$ cat src/bhpq_ram.sv
module bhpq_ram #(
    parameter int WIDTH = 8,
    parameter int DEPTH = 2,
    localparam int AW = (DEPTH > 1) ? $clog2(DEPTH) : 1
) (
    input  logic             clk,
    input  logic             rd_en,
    input  logic [AW-1:0]    rd_addr,
    output logic [WIDTH-1:0] rd_data,
    input  logic             wr_en,
    input  logic [AW-1:0]    wr_addr,
    input  logic [WIDTH-1:0] wr_data
);

    logic [WIDTH-1:0] mem [DEPTH];

    // one write port, one registered read port
    always_ff @(posedge clk)
    begin
        if (wr_en)
            mem[wr_addr] <= wr_data;
        if (rd_en)
            rd_data <= mem[rd_addr];
    end

endmodule

$ cat config.mk
export PLATFORM = sky130hd
export DESIGN_NAME = bhpq_ram
export DESIGN_NICKNAME = d
export VERILOG_FILES = /design/src/bhpq_ram.sv
export SDC_FILE = /design/constraint.sdc
export NUM_CORES = 1
export LEC_CHECK = 0
export ABC_AREA = 1
export BUFFER_PORTS_ARGS = -buffer_cell sky130_fd_sc_hd__clkbuf_2
export CORE_MARGIN = 2
export CORE_UTILIZATION = 53
export DETAILED_ROUTE_END_ITERATION = 16
export GPL_TIMING_DRIVEN = 0
export PLACE_DENSITY = 0.8
export SYNTH_ARGS = -nofsm -noshare
export SYNTH_HDL_FRONTEND = slang
export SYNTH_SLANG_ARGS = --single-unit
$ cat constraint.sdc
create_clock -name clk -period 2.41 [get_ports clk]
set_clock_uncertainty 0.05 [all_clocks]
set_input_delay 0.3615 -clock clk [delete_from_list [all_inputs] [get_ports clk]]
set_output_delay 0.3615 -clock clk [all_outputs]
set_load 0.05 [all_outputs]
Word level (Yosys, flattened, before mapping)
Memory sizes are Yosys's and may differ from the RTL's. A register that Yosys moved wholly into a read port is not among the register bits.
Index checks and enable logic that the tools add are counted.
- bits in registers: 0
- RAM bits: 16
- bits of input ports: 13
- output and inout bits: 8
- logic and storage cells: 3
- memories: 1
- memories (memory ; words ; bits a word ; rd ports ; clocked after Yosys merged registers in ; write ports ; line ; RTL):
    mem ; 2 ; 8 ; 1 ; 1 ; 1 ; 15 ; logic [WIDTH-1:0] mem [DEPTH];
- mux-type cells: 2
- operators by type and width (operator ; count):
    2-to-1 mux 1 bit ; 2

Depth between registers and ports, before layout
Gate-level depths: netlist of run 1.
- word-level depth: 2
- mapped depth: 4
- gate-level depth less buffers: 3

Worst setup path before layout of run 1
OpenSTA, ideal clock, no wires.
- kind: in2reg
- start: input port wr_en
- end: memory mem[0][0], enable pin
- library setup time: 0.371 ns
- data arrival time: 0.750 ns
- data required time: 1.989 ns
- setup slack: 1.239 ns
- stages: 2
- buffers on the path: 0
- path through: inv_1 nor2_1
- longest elaborated chain between the ends: 2
- RTL lines (element ; line ; RTL):
    from (decl) ; 10 ; input logic wr_en,
    2-to-1 mux 1 bit ; 20 ; if (wr_en)
    2-to-1 mux 1 bit (implied by the code) ; 21 ; mem[wr_addr] <= wr_data;
    to (decl) ; 15 ;
Every way passes these cells.

Final worst setup path of run 1
- start: register rd_data[5] (read register of mem)
- end: output port rd_data[5]
- RTL lines (element ; line ; RTL):
    from (decl) ; 9 ; output logic [WIDTH-1:0] rd_data,
No word-level cell between the ends.

==> impl_metrics.ini, run 1 <==
[layout]
fill_cells = 99
register_area_um2 = 720.7
multi_input_area_um2 = 97.59
antennaDiodeCount = 0
finalNetCount = 91
area_delta_synth_final_pct = 16.82
drive_gt1_frac = 0.3117

[floorplanning]
io-pin-count = 21
fp-row-count = 14
core-area_mm2 = 0.001489
start_util = 0.5647
die_h_um = 43.83
dieArea_mm2 = 0.001921
die_x_um = 43.83

[synthesis]
synth_warnings = 0
syn-num-nets = 67
synth_common_cells = nand2_1, edfxtp_1, inv_1
syn_area_um2 = 840.8
yosys.cell_count.top_type = nand2_1
synthArstFlopShare = 0
syn_area_per_cell_um2 = 15.57
synthTopCellsByArea = edfxtp_1, nand2_1, buf_6
ys_ff_latch = 24
synth_largest_area_cell = edfxtp_1
synth.top_cell.area_share = 0.8571
ys_seq_area_frac = 0.8571
synth_cell_types = 6
synth_edf_count = 24
synth_ff_type = edfxtp_1
synthCells = 54

[clocking]
htree_num_levels = 1
cts.sinks = 24
clk_latency_ps = 300
ctsResizeCount = 0
cts_tree = yes
ctsHoldBuffers = 0
clock_path_buffers = 2
cts_setup_buffers = 0
cts_root_buf = clkbuf_4
numCtsBuffers = 3
cts.clk_slew.worst_paths_ps = 120

[job]
maxCapViolations = 0

[global_routing]
grt_usage = 0.1218
grt_pass1_wl_um = 1621
antenna_found_initial = 0
grt_max_degree = 14
overflow = 0
grt_pass1_vias = 398

[power_and_ir_drop]
p_total_uw = 740.9
p_per_area_mw_per_mm2 = 754.4
max-vdd-ir-drop_v = 0.0005007
power.leakage_nw = 0.4221

[routing]
drc = 0
vias = 434
wl_um = 998
drt-initial-drc-count = 6
ant_nets = 0
detail_route.vias_per_cell = 4.667
first_pass_iters = 2
post_drt_wl_per_cell_um = 10.73

[worst_setup_path]
endpoint_kind = primary output
worstSetupPathType = flop to primary output
cp_cell_sequence = clkbuf_2
cp_top_family = flip-flops
cp.required_ps = 2000
path_buf_inv = 1
worstPathArrival_ps = 920
worstPathMaxFanout = 1
critPathSlowestCell = edfxtp_1
crit_path_start = rd_data[5]
max_stage_delay_ps = 380
critPathLaunchType = flop
worstReg2RegStart = mem[0][3]

[hold_path]
holdCritPathClass = primary input to flop
hp-start = wr_data[5]

[sta]
final.period_utilization = 0.5505
relSlewSlack = 0.5821
min_period_ps = 1327
worstMarginPinSlew_ps = 624.6
rsz0062_at_grt = false
tns_ps = 0
hold_viol = 0
fmax_mhz = 753.8
slew_violations = 0
setup-violations-final = 0

[placement]
gp_routability_congestion = 0.5992
dp_hpwl_um = 754.7
port_buffers = 19

[outcome]
status = finished, final reports clean
[metrics by stage]
step	util	instances	hold WS, ps	setup slack [ps]	cell area, µm²
3_3_place_gp	0.6420	89	442.2	1014	955.9
4_1_cts	0.6597	93	184.2	1068	982.2
5_1_grt	0.6597	93	175.8	1032	982.2
3_5_place_dp	0.6420	89	453.3	990.7	955.9
2_1_floorplan	-	54	410.4	1239	840.8
6_report	0.6597	93	189.8	1083	982.2
[report_power, final]
part / leakage, nW / total [mW] / switching (mW) / internal, mW
registers: 0.230 / 0.499 / 0.00652 / 0.492
logic: 0.177 / 0.0781 / 0.0581 / 0.0200
clock network: 0.0154 / 0.164 / 0.104 / 0.0603
total: 0.422 / 0.741 / 0.169 / 0.572
[path summary, 6_finish.rpt]
kind | endpoint | slack, ps | cells after the start
setup / recovery | rd_data[5] | 1080 | 1
hold / removal | mem[1][5] | 190 | 1
setup reg to reg | rd_data[3] | 1610 | 2
hold reg to reg | rd_data[3] | 480 | 2
[cell families after synthesis]
| family | after synthesis | share of synthesized area |
|---|---|---|
| simple gates | 26 | 0.1161 |
| flops | 24 | 0.8571 |
| buf+inv | 4 | 0.02678 |
[sequential cells by signal, summed over array words and instances (netlist names)]
signal and count:
mem 16, rd_data 8
[layout by cell type, fill, tap and decap left out]
cell type,instances
clkbuf_2,19
clkinv_1,1
inv_2,1
nor2_1,1
clkbuf_4,3
inv_1,2
nand2_1,25
buf_6,1
edfxtp_1,24
[layer usage]
layer,wire (µm),up-vias,global-route usage
li1,-,230,-
met1,403,188,0.1449
met2,517,14,0.1912
met3,67,2,0.02917
met4,9,0,0.09091
met5,0,-,0
[final cells by class]
class / count / share of cell area
clock buffer: 3 / 0.02293
inverter: 3 / 0.01146
sequential: 24 / 0.7338
clock inverter: 1 / 0.003822
multi-input combinational: 26 / 0.09936
buffer: 1 / 0.01146
tap: 16 / 0.02038
timing repair buffer: 19 / 0.09682
Power figures use the tool's default switching activity.
==> run 2: changes to the inputs <==
==> config.mk (replaced) <==
export PLATFORM = sky130hd
export DESIGN_NAME = bhpq_ram
export DESIGN_NICKNAME = d
export VERILOG_FILES = /design/src/bhpq_ram.sv
export SDC_FILE = /design/constraint.sdc
export NUM_CORES = 1
export LEC_CHECK = 0
export ABC_AREA = 0
export BUFFER_PORTS_ARGS = -buffer_cell sky130_fd_sc_hd__clkbuf_2
export CORE_MARGIN = 2
export CORE_UTILIZATION = 50
export DETAILED_ROUTE_END_ITERATION = 16
export GPL_TIMING_DRIVEN = 0
export PLACE_DENSITY = 0.75
export SYNTH_ARGS = -nofsm -noshare
export SYNTH_HDL_FRONTEND = slang
export SYNTH_SLANG_ARGS = --single-unit
==> constraint.sdc (replaced) <==
create_clock -name clk -period 1.3 [get_ports clk]
set_clock_uncertainty 0.05 [all_clocks]
set_input_delay 0.195 -clock clk [delete_from_list [all_inputs] [get_ports clk]]
set_output_delay 0.195 -clock clk [all_outputs]
set_load 0.05 [all_outputs]
==> impl_metrics.ini, run 2 <==
[placement]
dp_cells = 71
port_buffers = 19
gp_routability_congestion = 0.6171

[sta]
setup-violations-final = 0
tns_ps = 0
slew_violations = 0
worstMarginPinSlew_ps = 672.3
whs_ps = 26.26
hold_viol = 0
rsz0062_at_grt = false
relSlewSlack = 0.5509
min_period_ps = 1161
final.period_utilization = 0.8934
fmax_mhz = 861.0

[routing]
first_pass_iters = 3
wl_um = 867
drc = 0
post_drt_wl_per_cell_um = 11.56
ant_nets = 0
drt-initial-drc-count = 10
detail_route.vias_per_cell = 4.960
vias = 372

[synthesis]
synth_cell_types = 5
ys_ff_latch = 24
synth_ff_type = edfxtp_1
synth_common_cells = edfxtp_1, mux2_4, and2_1, buf_6, nor2b_1
synth_largest_area_cell = edfxtp_1
syn_area_um2 = 864.6
syn_area_per_cell_um2 = 24.70
syn-num-nets = 48
synthArstFlopShare = 0
synth_edf_count = 24
ys_seq_area_frac = 0.8336
yosys.cell_count.top_type = edfxtp_1
synthTopCellsByArea = edfxtp_1, mux2_4, buf_6
synth_warnings = 0
synth.top_cell.area_share = 0.8336
synthCells = 35

[floorplanning]
core-area_mm2 = 0.001670
dieArea_mm2 = 0.002078
fp-row-count = 15
die_h_um = 45.59
io-pin-count = 21
start_util = 0.5176
die_x_um = 45.59

[outcome]
status = finished, final reports clean

[layout]
drive_gt1_frac = 0.5345
final_common_cell = edfxtp_1
final_cell_mix = edfxtp_1, clkbuf_2, mux2_4, clkbuf_4
stdcell_count = 75
top_regs = mem x16, rd_data x8
area_delta_synth_final_pct = 16.50
largest_reg_flops = 16
antennaDiodeCount = 0
fill_cells = 119
regMostFlops = mem
finalNetCount = 72

[global_routing]
grt_pass1_wl_um = 1248
overflow = 0
antenna_found_initial = 0
grt_max_degree = 14
grt_pass1_vias = 316
grt_usage = 0.09145

[power_and_ir_drop]
p_int_mw = 1.085
p_seq_frac = 0.666
max-vdd-ir-drop_v = 0.0007552
pwr-share-clk = 0.218
p_per_area_mw_per_mm2 = 1379
p_comb_frac = 0.116
p_sw_frac = 0.2188
power.leakage_nw = 0.3993
p_switching_uw = 303.9

[clocking]
cts_root_buf = clkbuf_4
cts_tree = yes
ctsResizeCount = 0
htree_num_levels = 1
cts.sinks = 24
cts_setup_buffers = 0
clk_latency_ps = 290
numCtsBuffers = 3
cts.clk_slew.worst_paths_ps = 120
clock_path_buffers = 2
ctsHoldBuffers = 0

[job]
maxCapViolations = 0

[worst_setup_path]
critPathSlowestCell = edfxtp_1
worstPathArrival_ps = 920
worstSetupPathType = flop to primary output
endpoint_kind = primary output
cp.required_ps = 1050
path_buf_inv = 1
critPathLaunchType = flop
worstPathMaxFanout = 1
cp_top_family = flip-flops
max_stage_delay_ps = 380
cp_cell_sequence = clkbuf_2

[hold_path]
holdCritPathClass = primary input to flop
run 2: changes by cell type in the layout (fill, tap and decap cells not counted), sizes merged:
cell   previous run  this run
mux2              0         8
inv               3         0
nand2            25         0
and2              0         1
nor2b             0         1
nor2              1         0
run 2: through the flow:
step	setup WS (ps)	utilization	instance area, µm²	power (mW)
after floorplan	261.6	-	864.6	1.061
after global placement	39.11	0.5873	980.9	1.103
after detailed placement	2.695	0.5873	980.9	1.108
after CTS	122.3	0.6030	1007	1.403
after global routing	71.29	0.6030	1007	1.448
final	138.6	0.6030	1007	1.389
run 2: logic make-up after synthesis:
logic type / after synthesis / share of synthesized area
buffers and inverters: 1 / 0.01302
AND/OR/NAND/NOR: 2 / 0.01448
flip-flops: 24 / 0.8336
multiplexers: 8 / 0.1389
run 2: area by class of cell:
type	count	area, µm²	share of cell area
buffer	1	11.26	0.01118
sequential	24	720.7	0.7155
tap	17	21.27	0.02112
timing repair buffer	19	95.09	0.09441
clock buffer	3	22.52	0.02236
multi-input combinational	10	132.6	0.1317
clock inverter	1	3.754	0.003727
run 2: power by group through the flow:
stage	clock network [mW]	logic (mW)	registers, mW
after detailed placement	0	0.164	0.944
after CTS	0.313	0.164	0.926
after global routing	0.348	0.171	0.929
final	0.302	0.162	0.925
after floorplan	0	0.0529	1.01
after global placement	0	0.161	0.941
run 2: per-layer routing:
metal,GRT usage,wire [µm],up-vias,share of wire
met4,0.05294,5,0,0.0058
met1,0.08672,343,168,0.40
li1,-,-,185,-
met2,0.1606,439,17,0.51
met3,0.03968,79,2,0.091
met5,0,0,-,0
run 2: worst paths after layout:
kind / from / to / slack [ps] / cells past startpoint
worst max-delay path: rd_data[6] / rd_data[6] / 140 / 1
worst min-delay path: wr_data[6] / mem[1][6] / 30 / 1
worst max register to register: mem[0][7] / rd_data[7] / 350 / 1
worst min register to register: mem[1][4] / rd_data[4] / 510 / 1
