File: src/bhpq_pkg.sv
package bhpq_pkg;

    // queue geometry
    localparam int CAPACITY = 64;
    localparam int KEY_W    = 32;
    localparam int CNT_W    = $clog2(CAPACITY + 1);
    localparam int LEVELS   = $clog2(CAPACITY + 1);
    localparam int LVL_W    = (LEVELS > 1) ? $clog2(LEVELS) : 1;
    localparam int ROW_W    = (LEVELS > 2) ? LEVELS - 2 : 1;
    localparam int IDX_W    = ROW_W + 1;
    localparam int ROW_DW   = 2 * KEY_W;
    localparam int EXT_W    = LEVELS + 1;

    // operation codes
    localparam logic [1:0] FUNC_PUSH = 2'd0;
    localparam logic [1:0] FUNC_POP  = 2'd1;
    localparam logic [1:0] FUNC_PEEK = 2'd2;

    // token that walks along the row of level cells
    typedef struct packed {
        logic             vld;
        logic             up;
        logic [KEY_W-1:0] key;
        logic [IDX_W-1:0] idx;
    } tok_t;

    typedef struct packed {
        logic             en;
        logic [ROW_W-1:0] row;
    } rdreq_t;

    typedef struct packed {
        logic              en;
        logic [ROW_W-1:0]  row;
        logic [ROW_DW-1:0] data;
    } wrreq_t;

    typedef struct packed {
        logic [LVL_W-1:0] lvl;
        logic [IDX_W-1:0] idx;
    } loc_t;

    // sibling-pair rows held by one level
    function automatic int level_rows(input int lvl);
        int first;
        int n;
        begin
            first = (1 << lvl) - 1;
            n = CAPACITY - first;
            if (n > (1 << lvl))
                n = 1 << lvl;
            return (n + 1) >> 1;
        end
    endfunction

    // true when key a belongs above key b
    function automatic logic above(input logic mode, input logic [KEY_W-1:0] a,
                                   input logic [KEY_W-1:0] b);
        begin
            return mode ? (a > b) : (a < b);
        end
    endfunction

    // heap position to level and index within the level
    function automatic loc_t pos_split(input logic [CNT_W-1:0] pos);
        logic [CNT_W:0] q;
        int             lvl;
        loc_t           r;
        begin
            q = {1'b0, pos} + 1'b1;
            lvl = 0;
            for (int i = 0; i <= CNT_W; i++)
            begin
                if (q[i])
                    lvl = i;
            end
            r.lvl = LVL_W'(lvl);
            r.idx = IDX_W'(q - ((CNT_W + 1)'(1) << lvl));
            return r;
        end
    endfunction

endpackage

File: src/bhpq_cell.sv
module bhpq_cell (
    input  logic                          clk,
    input  logic                          rst_n,
    input  logic [bhpq_pkg::LVL_W-1:0]    level_id,
    input  logic                          order_mode,
    input  logic [bhpq_pkg::CNT_W-1:0]    count,
    input  bhpq_pkg::tok_t                launch_tok,
    input  bhpq_pkg::tok_t                from_up,
    input  bhpq_pkg::tok_t                from_down,
    output bhpq_pkg::tok_t                to_up,
    output bhpq_pkg::tok_t                to_down,
    input  bhpq_pkg::rdreq_t              ext_rd,
    input  bhpq_pkg::rdreq_t              nbr_up_rd,
    input  bhpq_pkg::rdreq_t              nbr_down_rd,
    output bhpq_pkg::rdreq_t              up_rd,
    output bhpq_pkg::rdreq_t              down_rd,
    output bhpq_pkg::rdreq_t              ram_rd,
    output bhpq_pkg::wrreq_t              ram_wr,
    input  logic [bhpq_pkg::ROW_DW-1:0]   own_q,
    input  logic [bhpq_pkg::ROW_DW-1:0]   up_q,
    input  logic [bhpq_pkg::ROW_DW-1:0]   down_q,
    output logic                          busy,
    output logic                          done
);

    localparam int K = bhpq_pkg::KEY_W;

    bhpq_pkg::tok_t tok_reg, tok_next;
    logic           cmp_reg, cmp_next;
    bhpq_pkg::tok_t incoming;

    logic                         is_root;
    logic                         is_last;
    logic                         req_phase;
    logic                         cmp_phase;
    logic [bhpq_pkg::ROW_W-1:0]   own_row;
    logic [bhpq_pkg::ROW_W-1:0]   par_row;
    logic [bhpq_pkg::ROW_W-1:0]   kid_row;
    logic [K-1:0]                 par_key;
    logic [K-1:0]                 lkey;
    logic [K-1:0]                 rkey;
    logic [K-1:0]                 best_key;
    logic [K-1:0]                 move_key;
    logic [K-1:0]                 put_key;
    logic [bhpq_pkg::EXT_W-1:0]   base_next;
    logic [bhpq_pkg::EXT_W-1:0]   kid_pos;
    logic [bhpq_pkg::EXT_W-1:0]   cnt_ext;
    logic                         l_ok;
    logic                         r_ok;
    logic                         pick_r;
    logic                         climb;
    logic                         sink;
    logic                         move;

    assign is_root   = (level_id == '0);
    assign is_last   = (level_id == bhpq_pkg::LVL_W'(bhpq_pkg::LEVELS - 1));
    assign req_phase = tok_reg.vld && !cmp_reg;
    assign cmp_phase = tok_reg.vld && cmp_reg;
    assign busy      = tok_reg.vld;

    assign own_row = bhpq_pkg::ROW_W'(tok_reg.idx >> 1);
    assign par_row = bhpq_pkg::ROW_W'(tok_reg.idx >> 2);
    assign kid_row = tok_reg.idx[bhpq_pkg::ROW_W-1:0];

    // token arrives from the launcher or from a neighbor
    always_comb
    begin
        if (launch_tok.vld)
            incoming = launch_tok;
        else if (from_up.vld)
            incoming = from_up;
        else
            incoming = from_down;
    end

    // read requests: own row and the neighbor row in the direction of travel
    always_comb
    begin
        up_rd.en    = req_phase && tok_reg.up && !is_root;
        up_rd.row   = par_row;
        down_rd.en  = req_phase && !tok_reg.up && !is_last;
        down_rd.row = kid_row;
        if (req_phase)
        begin
            ram_rd.en  = 1'b1;
            ram_rd.row = own_row;
        end
        else if (nbr_up_rd.en)
            ram_rd = nbr_up_rd;
        else if (nbr_down_rd.en)
            ram_rd = nbr_down_rd;
        else
            ram_rd = ext_rd;
    end

    // compare toward the parent on the way up
    assign par_key = tok_reg.idx[1] ? up_q[2*K-1:K] : up_q[K-1:0];
    assign climb   = !is_root && bhpq_pkg::above(order_mode, tok_reg.key, par_key);

    // compare against the children on the way down
    assign base_next = (bhpq_pkg::EXT_W'(1) << ((bhpq_pkg::LVL_W + 1)'(level_id) + 1'b1))
                       - 1'b1;
    assign kid_pos  = base_next + (bhpq_pkg::EXT_W'(tok_reg.idx) << 1);
    assign cnt_ext  = bhpq_pkg::EXT_W'(count);
    assign l_ok     = !is_last && (kid_pos < cnt_ext);
    assign r_ok     = !is_last && ((kid_pos + 1'b1) < cnt_ext);
    assign lkey     = down_q[K-1:0];
    assign rkey     = down_q[2*K-1:K];
    assign pick_r   = r_ok && bhpq_pkg::above(order_mode, rkey, lkey);
    assign best_key = pick_r ? rkey : lkey;
    assign sink     = l_ok && bhpq_pkg::above(order_mode, best_key, tok_reg.key);

    assign move     = tok_reg.up ? climb : sink;
    assign move_key = tok_reg.up ? par_key : best_key;
    assign put_key  = move ? move_key : tok_reg.key;

    // write back own row with one half replaced
    always_comb
    begin
        ram_wr.en   = cmp_phase;
        ram_wr.row  = own_row;
        ram_wr.data = own_q;
        if (tok_reg.idx[0])
            ram_wr.data[2*K-1:K] = put_key;
        else
            ram_wr.data[K-1:0] = put_key;
    end

    // hand the token to a neighbor or finish
    always_comb
    begin
        to_up.vld   = cmp_phase && tok_reg.up && climb;
        to_up.up    = 1'b1;
        to_up.key   = tok_reg.key;
        to_up.idx   = tok_reg.idx >> 1;
        to_down.vld = cmp_phase && !tok_reg.up && sink;
        to_down.up  = 1'b0;
        to_down.key = tok_reg.key;
        to_down.idx = {tok_reg.idx[bhpq_pkg::ROW_W-1:0], pick_r};
        done        = cmp_phase && !move;
    end

    // token phase sequencing
    always_comb
    begin
        tok_next = tok_reg;
        cmp_next = cmp_reg;
        if (incoming.vld)
        begin
            tok_next = incoming;
            cmp_next = 1'b0;
        end
        else if (req_phase)
            cmp_next = 1'b1;
        else if (cmp_phase)
            tok_next.vld = 1'b0;
    end

    always_ff @(posedge clk or negedge rst_n)
    begin
        if (!rst_n)
        begin
            tok_reg <= '0;
            cmp_reg <= 1'b0;
        end
        else
        begin
            tok_reg <= tok_next;
            cmp_reg <= cmp_next;
        end
    end

endmodule

File: config.mk
export PLATFORM = sky130hd
export DESIGN_NAME = bhpq_cell
export DESIGN_NICKNAME = d
export VERILOG_FILES = /design/src/bhpq_pkg.sv /design/src/bhpq_cell.sv
export SDC_FILE = /design/constraint.sdc
export NUM_CORES = 1
export LEC_CHECK = 0
export BUFFER_PORTS_ARGS = -buffer_cell sky130_fd_sc_hd__buf_2
export CAP_MARGIN = 20
export CELL_PAD_IN_SITES_DETAIL_PLACEMENT = 1
export CELL_PAD_IN_SITES_GLOBAL_PLACEMENT = 2
export CORE_AREA = 2 2 196 217
export CTS_CLUSTER_SIZE = 30
export DETAILED_ROUTE_END_ITERATION = 16
export DIE_AREA = 0 0 198 219
export PLACE_DENSITY_LB_ADDON = 0.12
export SYNTH_ARGS = -nofsm -noshare
export SYNTH_HDL_FRONTEND = slang
export SYNTH_SLANG_ARGS = --single-unit
File: constraint.sdc
create_clock -name clk -period 12.2 [get_ports clk]
set_clock_uncertainty 0.05 [all_clocks]
set_input_delay 2.44 -clock clk [delete_from_list [all_inputs] [get_ports clk]]
set_output_delay 2.44 -clock clk [all_outputs]
set_load 0.01 [all_outputs]
======== Yosys cells after proc, flatten, opt, wreduce, memory -nomap -nowiden ========
Index checks and enable logic that the tools add are counted.
storage, ports and cells
  register bits ........................... 41
  input bits .............................. 343
  output and inout port bits .............. 170
  logic and storage cells ................. 65
cells by class
  $add $sub $neg .......................... 4
  magnitude comparators ................... 8
  equal/unequal tests ..................... 2
  shift operators ......................... 1
  mux-type cells .......................... 20
  reduce and logical (&&, ||, !) cells .... 25
operators with widths
  kind                   count
  $mux W32               6
  $gt A32 B32 Y1         3
  $lt A32 B32 Y1         3
  $mux W40               2
  $mux W6                3
  $logic_and A1 B1 Y1    16
  $lt A8 B7 Y1           2
  $mux W1                9
  $add A8 B1 Y8 const B  1
  $add A8 B7 Y8          1
  $shl A1 B4 Y8 const A  1
  $sub A8 B1 Y8 const B  1
  $logic_not A1 Y1       5
  $add A3 B1 Y4 const B  1
  $reduce_bool A2 Y1     2
  $eq A3 B3 Y1 const B   1
  $logic_not A3 Y1       1
  $ne A2 B2 Y1 const B   1
  $reduce_and A2 Y1      1

======== Depth between registers and ports, before layout ========
Gate-level depths: netlist (run 1).
  depth in word-level cells ............... 15
  mapped depth ............................ 34
  gate-level depth less buffers ........... 26

======== Worst setup path after synthesis (run 1) ========
Ideal clock, no wire load.
  path type ............................... input-to-output
  start ................................... input port level_id[1] in the netlist's numbering
  end ..................................... output port ram_wr[30] in the netlist's numbering
  arrival time ............................ 8.513 ns
  data required time ...................... 9.710 ns
  path slack .............................. 1.197 ns
  stages .................................. 29
  path buffers ............................ 6
  cell sequence ........................... or3b_2 -> ha_1 -> inv_1 -> fa_1 -> a211oi_1 -> nor2_1 -> xor2_1 -> nand3_1 -> xnor2_1 -> ha_1 -> a21oi_1 -> and3_1 -> o211ai_1 -> and4b_1 -> buf_6 -> buf_12 -> buf_4 -> buf_2 -> o21ai_0 -> ha_1 -> nand4_1 -> a2111o_1 -> a31oi_1 -> o2111a_1 -> or2_1 -> clkbuf_1 -> nor2_2 -> buf_2 -> o41ai_1
RTL lines
  what             RTL line         text
  start, declared  bhpq_cell.sv:4   input logic [bhpq_pkg::LVL_W-1:0] level_id,
  end, declared    bhpq_cell.sv:18  output bhpq_pkg::wrreq_t ram_wr,

==> impl_metrics.prom, run 1 <==
# TYPE chip_impl_metric gauge
chip_impl_info{name="start_kind",value="input port"} 1
chip_impl_metric{name="placeableCoreArea",unit="um^2"} 41100
chip_impl_metric{name="hold_buf_cts",unit=""} 0
chip_impl_metric{name="worstSkewPairLatency",unit="ps"} 280
chip_impl_metric{name="gp_congestion",unit=""} 0.931
chip_impl_metric{name="m1WireLength",unit="um"} 22700
chip_impl_metric{name="grt-ovfl-total",unit=""} 0
chip_impl_info{name="reg2reg_to",value="down_rd[1]$_DFFE_PN0N_"} 1
chip_impl_metric{name="hold_violation_total_from_the_final_report",unit=""} 0
chip_impl_info{name="timing.rr.start",value="down_rd[1]$_DFFE_PN0N_"} 1
chip_impl_metric{name="initial_antenna_violation_count",unit=""} 9
chip_impl_metric{name="max_freq",unit="MHz"} 85.5
chip_impl_metric{name="totalWireLength",unit="um"} 50300
chip_impl_metric{name="synth.yosys.warnings",unit=""} 0
chip_impl_metric{name="ctsLongestPathBuffers",unit=""} 2
chip_impl_metric{name="avgRoutedWirePerCell",unit="um"} 22.5
chip_impl_metric{name="share_of_async_settable_or_async_resettable_flops_after_synthesis",unit="%"} 100
chip_impl_metric{name="data_required_time_at_the_worst_endpoint",unit="ps"} 9710
chip_impl_metric{name="worst-endpoint-arrival",unit="ps"} 9200
chip_impl_metric{name="timing.final.crit_share",unit="%"} 95.8
chip_impl_metric{name="die_width",unit="um"} 198
chip_impl_metric{name="setup-violations-final",unit=""} 0
chip_impl_info{name="grt_setup_unrepaired",value="no"} 1
chip_impl_metric{name="layout.nets",unit=""} 2134
chip_impl_metric{name="post-route-drc-count",unit=""} 0
chip_impl_metric{name="power.share.combinational",unit="%"} 75.4
chip_impl_metric{name="route.met2.wl",unit="um"} 24100
chip_impl_metric{name="actual_transition_at_the_worst_max_transition_pin",unit="ps"} 952
chip_impl_metric{name="layout.cell_area.non_filler",unit="um^2"} 12700
chip_impl_metric{name="grt_util_all_layers",unit="%"} 22.4
chip_impl_metric{name="post_route_cells_drive_above_1_share",unit="%"} 39.0
chip_impl_info{name="timing.hold.worst.class",value="flip-flop to flip-flop"} 1
chip_impl_metric{name="finalCoreUtilization",unit="%"} 31.0
chip_impl_metric{name="count_of_final_max_slew_check_failures",unit=""} 0
chip_impl_metric{name="synthesis.area",unit="um^2"} 10200
chip_impl_metric{name="pwr-share-seq",unit="%"} 14.5
chip_impl_metric{name="grt_pass1_wl",unit="um"} 71800
chip_impl_metric{name="largest_register_ffs",unit=""} 32
chip_impl_metric{name="fp-row-count",unit=""} 78
chip_impl_metric{name="detail_route.vias_per_cell",unit=""} 4.93
chip_impl_metric{name="layout_area_growth_over_synthesis",unit="%"} 25.2
chip_impl_metric{name="htreeDepth",unit=""} 2
chip_impl_metric{name="height_of_the_die",unit="um"} 219
chip_impl_metric{name="synth-edff-count",unit=""} 0
chip_impl_metric{name="total_leakage_power",unit="nW"} 6.38
chip_impl_metric{name="port-buffer-count",unit=""} 508
chip_impl_metric{name="internal_power",unit="mW"} 0.653
chip_impl_info{name="synthFlopType",value="sky130_fd_sc_hd__dfrtp_1"} 1
chip_impl_metric{name="top_level_ports",unit=""} 513
chip_impl_metric{name="share_clk_of_total_power",unit="%"} 10.1
chip_impl_metric{name="detailed_place_hpwl",unit="um"} 42800
chip_impl_info{name="endpoint_class_of_the_critical_path",value="primary output"} 1
chip_impl_metric{name="unique_masters_post_synth",unit=""} 66
chip_impl_info{name="synthDominantAreaCellType",value="sky130_fd_sc_hd__ha_1"} 1
chip_impl_metric{name="final_tns_setup",unit="ps"} 0
chip_impl_metric{name="r2r_slack",unit="ps"} 10950
chip_impl_metric{name="tritoncts_num_sinks",unit=""} 41
chip_impl_metric{name="drt_iter0_drc",unit=""} 417
chip_impl_metric{name="synth.ff_latch_count",unit=""} 41
chip_impl_metric{name="maxCapViolations",unit=""} 0
chip_impl_metric{name="seq_area_frac_synth",unit="%"} 10.1
chip_impl_info{name="top_layer",value="met5"} 1
chip_impl_metric{name="clkTransAtPathRegs",unit="ps"} 60
chip_impl_info{name="worstSetupStartpoint",value="level_id[1]"} 1
chip_impl_metric{name="crit_fanout",unit=""} 51
chip_impl_metric{name="cts_setup_buffers",unit=""} 0
chip_impl_metric{name="placement.cell_area",unit="um^2"} 12500
chip_impl_metric{name="routed-via-count",unit=""} 11000
chip_impl_metric{name="floorplan.initialDensity",unit="%"} 24.7
chip_impl_metric{name="cts_made_buffers",unit=""} 5
chip_impl_metric{name="avgSynthCellArea",unit="um^2"} 7.75
chip_impl_info{name="cp-endpoint",value="ram_wr[22]"} 1
chip_impl_info{name="cpMaxStageDelayCell",value="sky130_fd_sc_hd__or3b_2"} 1
chip_impl_metric{name="vdd.ir_drop.worst",unit="uV"} 45.9
chip_impl_info{name="netlist_top_cells_area",value="sky130_fd_sc_hd__ha_1, sky130_fd_sc_hd__dfrtp_1, sky130_fd_sc_hd__o41ai_2, sky130_fd_sc_hd__mux2i_1, sky130_fd_sc_hd__buf_4"} 1
chip_impl_metric{name="first_global_vias",unit=""} 11200
chip_impl_metric{name="layout_min_cycle_time",unit="ps"} 11690
chip_impl_metric{name="post_cts_resize_count",unit=""} 0
chip_impl_metric{name="grt_max_degree",unit=""} 107
chip_impl_metric{name="timing.critical_path.slowest_cell_delay",unit="ps"} 480
chip_impl_metric{name="power_switching_share",unit="%"} 51.5
chip_impl_metric{name="floorplan.die_area",unit="um^2"} 43400
chip_impl_metric{name="dr_wl_met3",unit="um"} 2430
chip_impl_metric{name="netSwitchingPower",unit="mW"} 0.694
chip_impl_metric{name="drt_first_pass_iters",unit=""} 4
chip_impl_info{name="setup.worst_path.class",value="input port to primary output"} 1
chip_impl_metric{name="drtAntennaViolNets",unit=""} 0
chip_impl_metric{name="number_of_instances_in_the_synthesized_netlist",unit=""} 1311
chip_impl_info{name="run_status",value="complete, no violations"} 1
chip_impl_metric{name="timing.max_slew.rel_slack",unit="%"} 36.5
chip_impl_info{name="cts_tree",value="built"} 1
chip_impl_info{name="clock-root-buffer",value="sky130_fd_sc_hd__clkbuf_16"} 1
chip_impl_metric{name="power.density_cell_area",unit="nW/um^2"} 106
chip_impl_metric{name="synth.top_cell.area_share",unit="%"} 14.9
chip_impl_info{name="timing.critical_path.mode_cell",value="sky130_fd_sc_hd__ha_1"} 1
chip_impl_metric{name="reg2regPathDepth",unit=""} 3
[metal layers]
layer / global-route usage, % / vias to the layer above
met1: 29.6 / 5239
met3: 2.37 / 49
met5: 0 / -
li1: - / 5378
met4: 5.69 / 4
met2: 38.7 / 368
[power by group through the flow]
stage	logic [mW]	clock network, mW	registers, mW
floorplan	0.716	0	0.168
global placement	1.01	0	0.200
detailed placement	1.02	0	0.200
CTS	1.02	0.140	0.198
global route	1.11	0.146	0.200
finish	1.02	0.136	0.196
[synthesized netlist by cell type (4+ instances only)]
cell type                  number
sky130_fd_sc_hd__a41oi_1       33
sky130_fd_sc_hd__a21oi_1       75
sky130_fd_sc_hd__nor2b_1       38
sky130_fd_sc_hd__o21ai_1       16
sky130_fd_sc_hd__nand2_1      136
sky130_fd_sc_hd__and4_1         4
sky130_fd_sc_hd__o211ai_1       8
sky130_fd_sc_hd__ha_1         121
sky130_fd_sc_hd__a21o_1         9
sky130_fd_sc_hd__a211oi_1       4
sky130_fd_sc_hd__xnor2_1        4
sky130_fd_sc_hd__nor3_1         8
sky130_fd_sc_hd__dfrtp_1       41
sky130_fd_sc_hd__buf_1          6
sky130_fd_sc_hd__o21ai_0       78
sky130_fd_sc_hd__nand4_1       20
sky130_fd_sc_hd__inv_1         93
sky130_fd_sc_hd__buf_4         99
sky130_fd_sc_hd__clkbuf_1      68
sky130_fd_sc_hd__o41a_1        32
sky130_fd_sc_hd__buf_2          8
sky130_fd_sc_hd__xor2_1         5
sky130_fd_sc_hd__and2_1        32
sky130_fd_sc_hd__nor2_1       127
sky130_fd_sc_hd__o41ai_2       59
sky130_fd_sc_hd__mux2i_1       78
sky130_fd_sc_hd__mux2_4        30
sky130_fd_sc_hd__nand3_1       14
[worst min-delay path by stage]
stage	cells after the start	startpoint	slack, ps	endpoint
after detailed placement	2	tok_reg[38]$_DFFE_PN0N_	470	tok_reg[38]$_DFFE_PN0N_
after CTS	1	cmp_reg$_DFFE_PN0P_	480	cmp_reg$_DFFE_PN0P_
after floorplan	1	cmp_reg$_DFFE_PN0P_	440	cmp_reg$_DFFE_PN0P_
final	2	tok_reg[38]$_DFFE_PN0N_	470	tok_reg[38]$_DFFE_PN0N_
after global placement	1	cmp_reg$_DFFE_PN0P_	460	cmp_reg$_DFFE_PN0P_
after global routing	1	cmp_reg$_DFFE_PN0P_	510	cmp_reg$_DFFE_PN0P_
[logic make-up (layout without fill, tap and decap cells)]
kind of cell / after synthesis / after routing / synth area share, %
simple gates: 406 / 406 / 18.7
compound gates: 342 / 342 / 28.2
buf+inv: 278 / 633 / 14.6
fa+ha+maj: 122 / 122 / 15.1
mux: 111 / 111 / 12.4
flops: 41 / 41 / 10.1
xor+xnor: 9 / 9 / 0.776
other cells: 2 / 13 / 0.0739
[layout make-up]
class	count	area [um^2]
clock inverters	1	7.51
repair buffers	532	2770
inverters	93	349
fillers	5134	28400
flip-flops and latches	41	1030
well taps	560	701
clock buffers	7	143
multi-input cells	996	7700
diodes	7	17.5
[critical path: cells and delay by family]
| kind | cells | cell delay [ps] |
|---|---|---|
| compound gates | 8 | 1770 |
| buf+inv | 6 | 1120 |
| fa+ha+maj | 4 | 1330 |
| simple gates | 10 | 2130 |
| xor+xnor | 2 | 330 |
[per-stage QoR]
stage                     worst slack [ps]  std cells  power [mW]  hold WS [ps]
final                                  508       2237        1.35           469
after global routing                  79.8       2235        1.46           506
after CTS                              444       2229        1.36           480
after detailed placement               455       2221        1.22           467
after global placement                 504       2221        1.21           458
after floorplan                       1200       1315       0.884           436
[placed cells by master (no fill, tap or decap), types with 33 or more instances in the layout]
| master | netlist | layout |
|---|---|---|
| sky130_fd_sc_hd__a21oi_1 | 75 | 75 |
| sky130_fd_sc_hd__a41oi_1 | 33 | 33 |
| sky130_fd_sc_hd__buf_2 | 8 | 508 |
| sky130_fd_sc_hd__dfrtp_1 | 41 | 38 |
| sky130_fd_sc_hd__ha_1 | 121 | 121 |
| sky130_fd_sc_hd__inv_1 | 93 | 92 |
| sky130_fd_sc_hd__mux2i_1 | 78 | 77 |
| sky130_fd_sc_hd__nand2_1 | 136 | 136 |
| sky130_fd_sc_hd__nor2_1 | 127 | 126 |
| sky130_fd_sc_hd__nor2b_1 | 38 | 38 |
| sky130_fd_sc_hd__o21ai_0 | 78 | 78 |
| sky130_fd_sc_hd__o41ai_2 | 59 | 59 |
Note: power is estimated with default switching activity, not from simulation.
==> run 2: changes to the inputs <==
--- a/config.mk
+++ b/config.mk
@@ -13,7 +13,7 @@
 export CTS_CLUSTER_SIZE = 30
 export DETAILED_ROUTE_END_ITERATION = 16
 export DIE_AREA = 0 0 198 219
-export PLACE_DENSITY_LB_ADDON = 0.12
+export PLACE_DENSITY_LB_ADDON = 0.08
 export SYNTH_ARGS = -nofsm -noshare
 export SYNTH_HDL_FRONTEND = slang
 export SYNTH_SLANG_ARGS = --single-unit
==> run 2 against run 1 <==
Effect of this change: critical path depth is 1 lower; flip-flop and latch count stayed put; critical endpoint is now ram_wr[0]; critical path type unchanged; highest routed layer unchanged; via count is 1.1% higher; clock-buffer cell count is 1 lower; die area stayed put; register-to-register slack worse by 540 ps.
==> impl_metrics.prom, run 2 (synthesized netlist as in run 1, its figures left out) <==
# TYPE chip_impl_metric gauge
chip_impl_metric{name="actual_transition_at_the_worst_max_transition_pin",unit="ps"} 991
chip_impl_metric{name="post-route-drc-count",unit=""} 0
chip_impl_metric{name="power.density_cell_area",unit="nW/um^2"} 109
chip_impl_metric{name="htreeDepth",unit=""} 2
chip_impl_info{name="cts_tree",value="built"} 1
chip_impl_info{name="timing.critical_path.mode_cell",value="sky130_fd_sc_hd__ha_1"} 1
chip_impl_info{name="grt_setup_unrepaired",value="no"} 1
chip_impl_info{name="clock-root-buffer",value="sky130_fd_sc_hd__clkbuf_16"} 1
chip_impl_info{name="start_kind",value="input port"} 1
chip_impl_metric{name="hold_violation_total_from_the_final_report",unit=""} 0
chip_impl_metric{name="detail_route.vias_per_cell",unit=""} 4.96
chip_impl_metric{name="grt_pass1_wl",unit="um"} 75300
chip_impl_metric{name="fp-row-count",unit=""} 78
chip_impl_metric{name="avgRoutedWirePerCell",unit="um"} 23.3
chip_impl_metric{name="setup-violations-final",unit=""} 0
chip_impl_metric{name="post_route_cells_drive_above_1_share",unit="%"} 39.4
chip_impl_metric{name="worst-endpoint-arrival",unit="ps"} 9100
chip_impl_metric{name="first_global_vias",unit=""} 11600
chip_impl_metric{name="floorplan.initialDensity",unit="%"} 24.7
chip_impl_metric{name="data_required_time_at_the_worst_endpoint",unit="ps"} 9710
chip_impl_metric{name="total_leakage_power",unit="nW"} 6.45
chip_impl_info{name="timing.hold.worst.class",value="flip-flop to flip-flop"} 1
chip_impl_metric{name="routed-via-count",unit=""} 11200
chip_impl_metric{name="layout_area_growth_over_synthesis",unit="%"} 26.2
chip_impl_metric{name="maxCapViolations",unit=""} 0
chip_impl_metric{name="timing.final.crit_share",unit="%"} 95.0
chip_impl_metric{name="top_level_ports",unit=""} 513
chip_impl_metric{name="layout.nets",unit=""} 2146
chip_impl_metric{name="layout.filler_cells",unit=""} 5130
chip_impl_metric{name="floorplan.die_area",unit="um^2"} 43400
chip_impl_metric{name="totalWireLength",unit="um"} 52500
chip_impl_metric{name="netSwitchingPower",unit="mW"} 0.707
chip_impl_metric{name="tritoncts_num_sinks",unit=""} 41
chip_impl_metric{name="crit_fanout",unit=""} 34
chip_impl_metric{name="grt_max_degree",unit=""} 80
chip_impl_metric{name="detailed_place_hpwl",unit="um"} 44900
chip_impl_metric{name="port-buffer-count",unit=""} 508
chip_impl_metric{name="share_clk_of_total_power",unit="%"} 11.2
chip_impl_metric{name="vdd.ir_drop.worst",unit="uV"} 52.8
chip_impl_metric{name="initial_antenna_violation_count",unit=""} 12
chip_impl_metric{name="layout_min_cycle_time",unit="ps"} 11590
chip_impl_metric{name="timing.max_slew.rel_slack",unit="%"} 34.0
chip_impl_metric{name="clkTransAtPathRegs",unit="ps"} 60
chip_impl_metric{name="hold_path_depth",unit=""} 1
chip_impl_metric{name="height_of_the_die",unit="um"} 219
chip_impl_metric{name="max_freq",unit="MHz"} 86.3
chip_impl_metric{name="drt_iter0_drc",unit=""} 398
chip_impl_metric{name="power.share.combinational",unit="%"} 74.5
chip_impl_metric{name="placeableCoreArea",unit="um^2"} 41100
chip_impl_metric{name="reg2regPathDepth",unit=""} 3
chip_impl_info{name="layout_commonest_cell",value="sky130_fd_sc_hd__buf_2"} 1
chip_impl_info{name="run_status",value="complete, no violations"} 1
chip_impl_metric{name="ctsLongestPathBuffers",unit=""} 2
chip_impl_metric{name="grt-ovfl-total",unit=""} 0
chip_impl_metric{name="hold_slack",unit="ps"} 490
chip_impl_metric{name="hold_buf_cts",unit=""} 0
chip_impl_info{name="setup.worst_path.class",value="input port to primary output"} 1
chip_impl_info{name="layout.cells.most_common_list",value="sky130_fd_sc_hd__buf_2, sky130_fd_sc_hd__nand2_1, sky130_fd_sc_hd__nor2_1, sky130_fd_sc_hd__ha_1, sky130_fd_sc_hd__inv_1"} 1
chip_impl_metric{name="internal_power",unit="mW"} 0.684
chip_impl_metric{name="worstSkewPairLatency",unit="ps"} 290
chip_impl_metric{name="gp_congestion",unit=""} 0.937
chip_impl_metric{name="r2r_slack",unit="ps"} 10410
chip_impl_metric{name="cts_made_buffers",unit=""} 5
chip_impl_metric{name="grt_util_all_layers",unit="%"} 23.5
chip_impl_metric{name="final_tns_setup",unit="ps"} 0
chip_impl_metric{name="drtAntennaViolNets",unit=""} 0
chip_impl_metric{name="die_width",unit="um"} 198
chip_impl_metric{name="timing.critical_path.slowest_cell_delay",unit="ps"} 500
chip_impl_info{name="endpoint_class_of_the_critical_path",value="primary output"} 1
chip_impl_metric{name="drt_first_pass_iters",unit=""} 5
chip_impl_metric{name="power_switching_share",unit="%"} 50.8
chip_impl_metric{name="count_of_final_max_slew_check_failures",unit=""} 0
chip_impl_metric{name="pwr-share-seq",unit="%"} 14.4
chip_impl_info{name="cpMaxStageDelayCell",value="sky130_fd_sc_hd__or3b_2"} 1
chip_impl_metric{name="largest_register_ffs",unit=""} 32
chip_impl_metric{name="post_cts_resize_count",unit=""} 0
## run 2: cell count changes in the layout (fill, tap and decap cells not counted)
cell and delta:
sky130_fd_sc_hd__bufinv_16 +1, sky130_fd_sc_hd__clkinvlp_4 -1, sky130_fd_sc_hd__clkbuf_8 -1, sky130_fd_sc_hd__buf_4 +13
sky130_fd_sc_hd__diode_2 +2, sky130_fd_sc_hd__buf_12 -1, sky130_fd_sc_hd__clkinv_4 +1
## run 2: worst max-delay path: cells and delay by family
family,cells,cell delay (ps)
compound gates,11,2310
xor+xnor,2,340
buf+inv,5,950
fa+ha+maj,4,1380
simple gates,7,1660
## run 2: final timing paths
check	start	to
worst max-delay path	level_id[1]	ram_wr[0]
max in group asynchronous	rst_n	down_rd[0]$_DFFE_PN0N_
min in group asynchronous	rst_n	down_rd[0]$_DFFE_PN0N_
worst max register to register	tok_reg[38]$_DFFE_PN0N_	tok_reg[38]$_DFFE_PN0N_
worst min-delay path	cmp_reg$_DFFE_PN0P_	cmp_reg$_DFFE_PN0P_
worst min register to register	cmp_reg$_DFFE_PN0P_	cmp_reg$_DFFE_PN0P_
## run 2: power groups by stage
stage	Combinational (mW)	Sequential [mW]	Clock [mW]
3_3_place_gp	1.00	0.205	0
2_1_floorplan	0.716	0.168	0
4_1_cts	1.02	0.203	0.161
3_5_place_dp	1.01	0.205	0
6_report	1.04	0.200	0.155
5_1_grt	1.14	0.205	0.165
## run 2: metal layers
metal  up-vias  GRT usage [%]  wire length, um  share of wire (%)
met5         -              0               23              0.044
met2       356           42.6            26200                 50
met1      5355           29.8            23200                 44
li1       5390              -                -                  -
met4         4           5.79             1100                2.1
met3        53           2.11             1960                3.7
## run 2: layout make-up
type	instances	area (um^2)	area share, %
clock inverter	2	38.8	0.303
timing repair buffer	544	2850	22.2
tap	560	701	5.47
sequential	41	1030	8.05
multi-input combinational	996	7700	60.0
inverter	93	349	2.72
clock buffer	6	129	1.01
antenna	9	22.5	0.176
## run 2: timing repair
action	4_1_cts	5_1_grt
endpoints found under the setup margin	0	52
hold endpoints to repair	0	0
setup buffers	0	13
## run 2: per-stage QoR
step	power [mW]	std cells	instance area (um^2)	setup WS [ps]	utilization, %
floorplan	0.884	1315	10200	1200	-
global placement	1.21	2221	12500	325	30.5
detailed placement	1.22	2221	12500	241	30.5
CTS	1.38	2229	12700	211	30.9
global route	1.51	2249	12800	168	31.2
finish	1.39	2251	12800	608	31.2
==> run 3: changes to the inputs <==
--- a/config.mk
+++ b/config.mk
@@ -9,11 +9,11 @@
 export CAP_MARGIN = 20
 export CELL_PAD_IN_SITES_DETAIL_PLACEMENT = 1
 export CELL_PAD_IN_SITES_GLOBAL_PLACEMENT = 2
-export CORE_AREA = 2 2 196 217
+export CORE_AREA = 2 2 197 199
 export CTS_CLUSTER_SIZE = 30
 export DETAILED_ROUTE_END_ITERATION = 16
-export DIE_AREA = 0 0 198 219
-export PLACE_DENSITY_LB_ADDON = 0.08
+export DIE_AREA = 0 0 199 201
+export PLACE_DENSITY = 0.95
 export SYNTH_ARGS = -nofsm -noshare
 export SYNTH_HDL_FRONTEND = slang
 export SYNTH_SLANG_ARGS = --single-unit
==> constraint.sdc (replaced) <==
create_clock -name clk -period 14.1 [get_ports clk]
set_clock_uncertainty 0.05 [all_clocks]
set_input_delay 2.82 -clock clk [delete_from_list [all_inputs] [get_ports clk]]
set_output_delay 2.82 -clock clk [all_outputs]
set_load 0.01 [all_outputs]
==> run 3 against run 2 <==
Effect of this change: wire length down 7.6%; flip-flop and latch count unchanged; utilization up 1.9 points; non-clock buffer count down 20; register-to-register slack better by 2100 ps; total power down 16%; design area down 1.6%; worst hold slack better by 3.2 ps; sequential power down 18%; critical path depth down 1; global-route usage down 0.079 points; combinational power down 16%; critical path type unchanged.
==> impl_metrics.prom, run 3 (synthesized netlist as in run 1, its figures left out) <==
# TYPE chip_impl_metric gauge
chip_impl_info{name="run_status",value="complete, no violations"} 1
chip_impl_info{name="setup.worst_path.class",value="input port to primary output"} 1
chip_impl_metric{name="tritoncts_num_sinks",unit=""} 41
chip_impl_metric{name="top_level_ports",unit=""} 513
chip_impl_metric{name="hold_buf_cts",unit=""} 0
chip_impl_metric{name="floorplan.die_area",unit="um^2"} 40000
chip_impl_metric{name="post_route_cells_drive_above_1_share",unit="%"} 38.6
chip_impl_metric{name="grt_pass1_wl",unit="um"} 71100
chip_impl_metric{name="largest_register_ffs",unit=""} 32
chip_impl_metric{name="initial_antenna_violation_count",unit=""} 6
chip_impl_metric{name="worstSkewPairLatency",unit="ps"} 290
chip_impl_metric{name="reg2regPathDepth",unit=""} 3
chip_impl_metric{name="actual_transition_at_the_worst_max_transition_pin",unit="ps"} 980
chip_impl_info{name="endpoint_class_of_the_critical_path",value="primary output"} 1
chip_impl_metric{name="detailed_place_hpwl",unit="um"} 41800
chip_impl_metric{name="layout.cell_area.non_filler",unit="um^2"} 12600
chip_impl_metric{name="avgRoutedWirePerCell",unit="um"} 22.1
chip_impl_metric{name="final_tns_setup",unit="ps"} 0
chip_impl_metric{name="detail_route.vias_per_cell",unit=""} 5.12
chip_impl_metric{name="grt_max_degree",unit=""} 98
chip_impl_metric{name="crit_fanout",unit=""} 49
chip_impl_metric{name="timing.final.crit_share",unit="%"} 95.3
chip_impl_metric{name="die_width",unit="um"} 199
chip_impl_metric{name="layout_area_growth_over_synthesis",unit="%"} 24.1
chip_impl_metric{name="total_leakage_power",unit="nW"} 6.35
chip_impl_metric{name="hold_violation_total_from_the_final_report",unit=""} 0
chip_impl_info{name="cpMaxStageDelayCell",value="sky130_fd_sc_hd__and4b_4"} 1
chip_impl_metric{name="cts_made_buffers",unit=""} 5
chip_impl_info{name="worstSetupStartpoint",value="level_id[1]"} 1
chip_impl_metric{name="timing.critical_path.slowest_cell_delay",unit="ps"} 820
chip_impl_metric{name="post_cts_resize_count",unit=""} 0
chip_impl_metric{name="layout.nets",unit=""} 2126
chip_impl_metric{name="layout_min_cycle_time",unit="ps"} 13430
chip_impl_metric{name="data_required_time_at_the_worst_endpoint",unit="ps"} 11230
chip_impl_info{name="cts_tree",value="built"} 1
chip_impl_metric{name="htreeDepth",unit=""} 2
chip_impl_metric{name="port-buffer-count",unit=""} 508
chip_impl_metric{name="placement.cell_area",unit="um^2"} 12400
chip_impl_metric{name="routed-via-count",unit=""} 11200
chip_impl_metric{name="grt_util_all_layers",unit="%"} 23.4
chip_impl_metric{name="floorplan.initialDensity",unit="%"} 26.7
chip_impl_metric{name="area_taken_by_multi_input_logic_gates",unit="um^2"} 7700
chip_impl_metric{name="first_global_vias",unit=""} 11400
chip_impl_metric{name="placeableCoreArea",unit="um^2"} 38100
chip_impl_metric{name="drt_first_pass_iters",unit=""} 5
chip_impl_metric{name="layout.filler_cells",unit=""} 4841
chip_impl_metric{name="worst-endpoint-arrival",unit="ps"} 10560
chip_impl_info{name="start_kind",value="input port"} 1
chip_impl_metric{name="gp_congestion",unit=""} 0.932
chip_impl_metric{name="totalWireLength",unit="um"} 48500
chip_impl_info{name="layout_commonest_cell",value="sky130_fd_sc_hd__buf_2"} 1
chip_impl_metric{name="post-route-drc-count",unit=""} 0
chip_impl_info{name="clock-root-buffer",value="sky130_fd_sc_hd__clkbuf_16"} 1
chip_impl_metric{name="timing.max_slew.rel_slack",unit="%"} 34.7
chip_impl_metric{name="cts_setup_buffers",unit=""} 0
chip_impl_info{name="grt_setup_unrepaired",value="no"} 1
chip_impl_metric{name="vdd.ir_drop.worst",unit="uV"} 65.8
chip_impl_metric{name="grt-ovfl-total",unit=""} 0
chip_impl_metric{name="height_of_the_die",unit="um"} 201
chip_impl_metric{name="count_of_final_max_slew_check_failures",unit=""} 0
chip_impl_info{name="reg2reg_to",value="tok_reg[38]$_DFFE_PN0N_"} 1
chip_impl_metric{name="maxCapViolations",unit=""} 0
chip_impl_metric{name="area.sequential",unit="um^2"} 1030
chip_impl_metric{name="max_freq",unit="MHz"} 74.5
chip_impl_info{name="timing.critical_path.mode_cell",value="sky130_fd_sc_hd__ha_1"} 1
chip_impl_info{name="timing.hold.worst.class",value="flip-flop to flip-flop"} 1
chip_impl_metric{name="drtAntennaViolNets",unit=""} 0
chip_impl_info{name="timing.rr.start",value="tok_reg[38]$_DFFE_PN0N_"} 1
chip_impl_metric{name="setup-violations-final",unit=""} 0
chip_impl_metric{name="clkTransAtPathRegs",unit="ps"} 60
chip_impl_metric{name="power.density_cell_area",unit="nW/um^2"} 92.8
chip_impl_metric{name="ctsLongestPathBuffers",unit=""} 2
chip_impl_metric{name="drt_iter0_drc",unit=""} 600
chip_impl_metric{name="p_total",unit="mW"} 1.17
chip_impl_metric{name="r2r_slack",unit="ps"} 12550
chip_impl_info{name="layout.cells.most_common_list",value="sky130_fd_sc_hd__buf_2, sky130_fd_sc_hd__nand2_1, sky130_fd_sc_hd__nor2_1, sky130_fd_sc_hd__ha_1, sky130_fd_sc_hd__inv_1"} 1
chip_impl_metric{name="fp-row-count",unit=""} 72
chip_impl_info{name="cp-endpoint",value="ram_wr[32]"} 1
## run 3: cell types whose count changed in the layout (fill, tap and decap cells not counted)
cell                       previous run  this run
sky130_fd_sc_hd__clkinv_4             1         0
sky130_fd_sc_hd__buf_4               33        13
sky130_fd_sc_hd__clkinv_1             0         1
sky130_fd_sc_hd__inv_2                1         0
sky130_fd_sc_hd__clkinv_2             0         1
sky130_fd_sc_hd__diode_2              9         8
## run 3: worst max-delay path: cells and delay by family
family | cells | cell delay, ps
AO/OA/AOI/OAI | 8 | 2430
AND/OR/NAND/NOR | 8 | 2130
adder cells (fa/ha/maj) | 4 | 1380
buffers and inverters | 6 | 1270
XOR/XNOR | 2 | 470
## run 3: layout make-up
cell class / instances / area share, %
Multi-Input combinational cell: 996 / 61.0
Tap cell: 518 / 5.14
Sequential cell: 41 / 8.19
Clock inverter: 2 / 0.278
Timing Repair Buffer: 524 / 21.4
Antenna cell: 8 / 0.159
Clock buffer: 6 / 1.02
Inverter: 93 / 2.77
## run 3: per-layer routing
metal	GRT usage [%]	part of all wire [%]
met4	7.81	3.1
met3	2.42	5.7
met2	38.2	46
met5	0	0.027
met1	32.1	45
## run 3: worst min-delay path by stage
| stage | start | endpoint | depth (start not counted) |
|---|---|---|---|
| detailed placement | cmp_reg$_DFFE_PN0P_ | cmp_reg$_DFFE_PN0P_ | 1 |
| CTS | cmp_reg$_DFFE_PN0P_ | cmp_reg$_DFFE_PN0P_ | 1 |
| floorplan | cmp_reg$_DFFE_PN0P_ | cmp_reg$_DFFE_PN0P_ | 1 |
| global route | cmp_reg$_DFFE_PN0P_ | cmp_reg$_DFFE_PN0P_ | 1 |
| finish | cmp_reg$_DFFE_PN0P_ | cmp_reg$_DFFE_PN0P_ | 1 |
| global placement | cmp_reg$_DFFE_PN0P_ | cmp_reg$_DFFE_PN0P_ | 1 |
## run 3: power by group
part / internal, mW / leakage [nW] / switching, mW / total [mW]
registers: 0.130 / 0.491 / 0.0341 / 0.164
logic: 0.357 / 5.78 / 0.520 / 0.877
clock network: 0.0833 / 0.0809 / 0.0467 / 0.130
## run 3: per-stage QoR
stage / utilization, % / hold WS (ps) / std cells / setup slack [ps]
final: 33.1 / 493 / 2188 / 669
after global routing: 33.1 / 507 / 2184 / 218
after CTS: 33.0 / 484 / 2180 / 715
after detailed placement: 32.6 / 469 / 2172 / 745
after global placement: 32.6 / 467 / 2172 / 955
after floorplan: - / 436 / 1315 / 2340
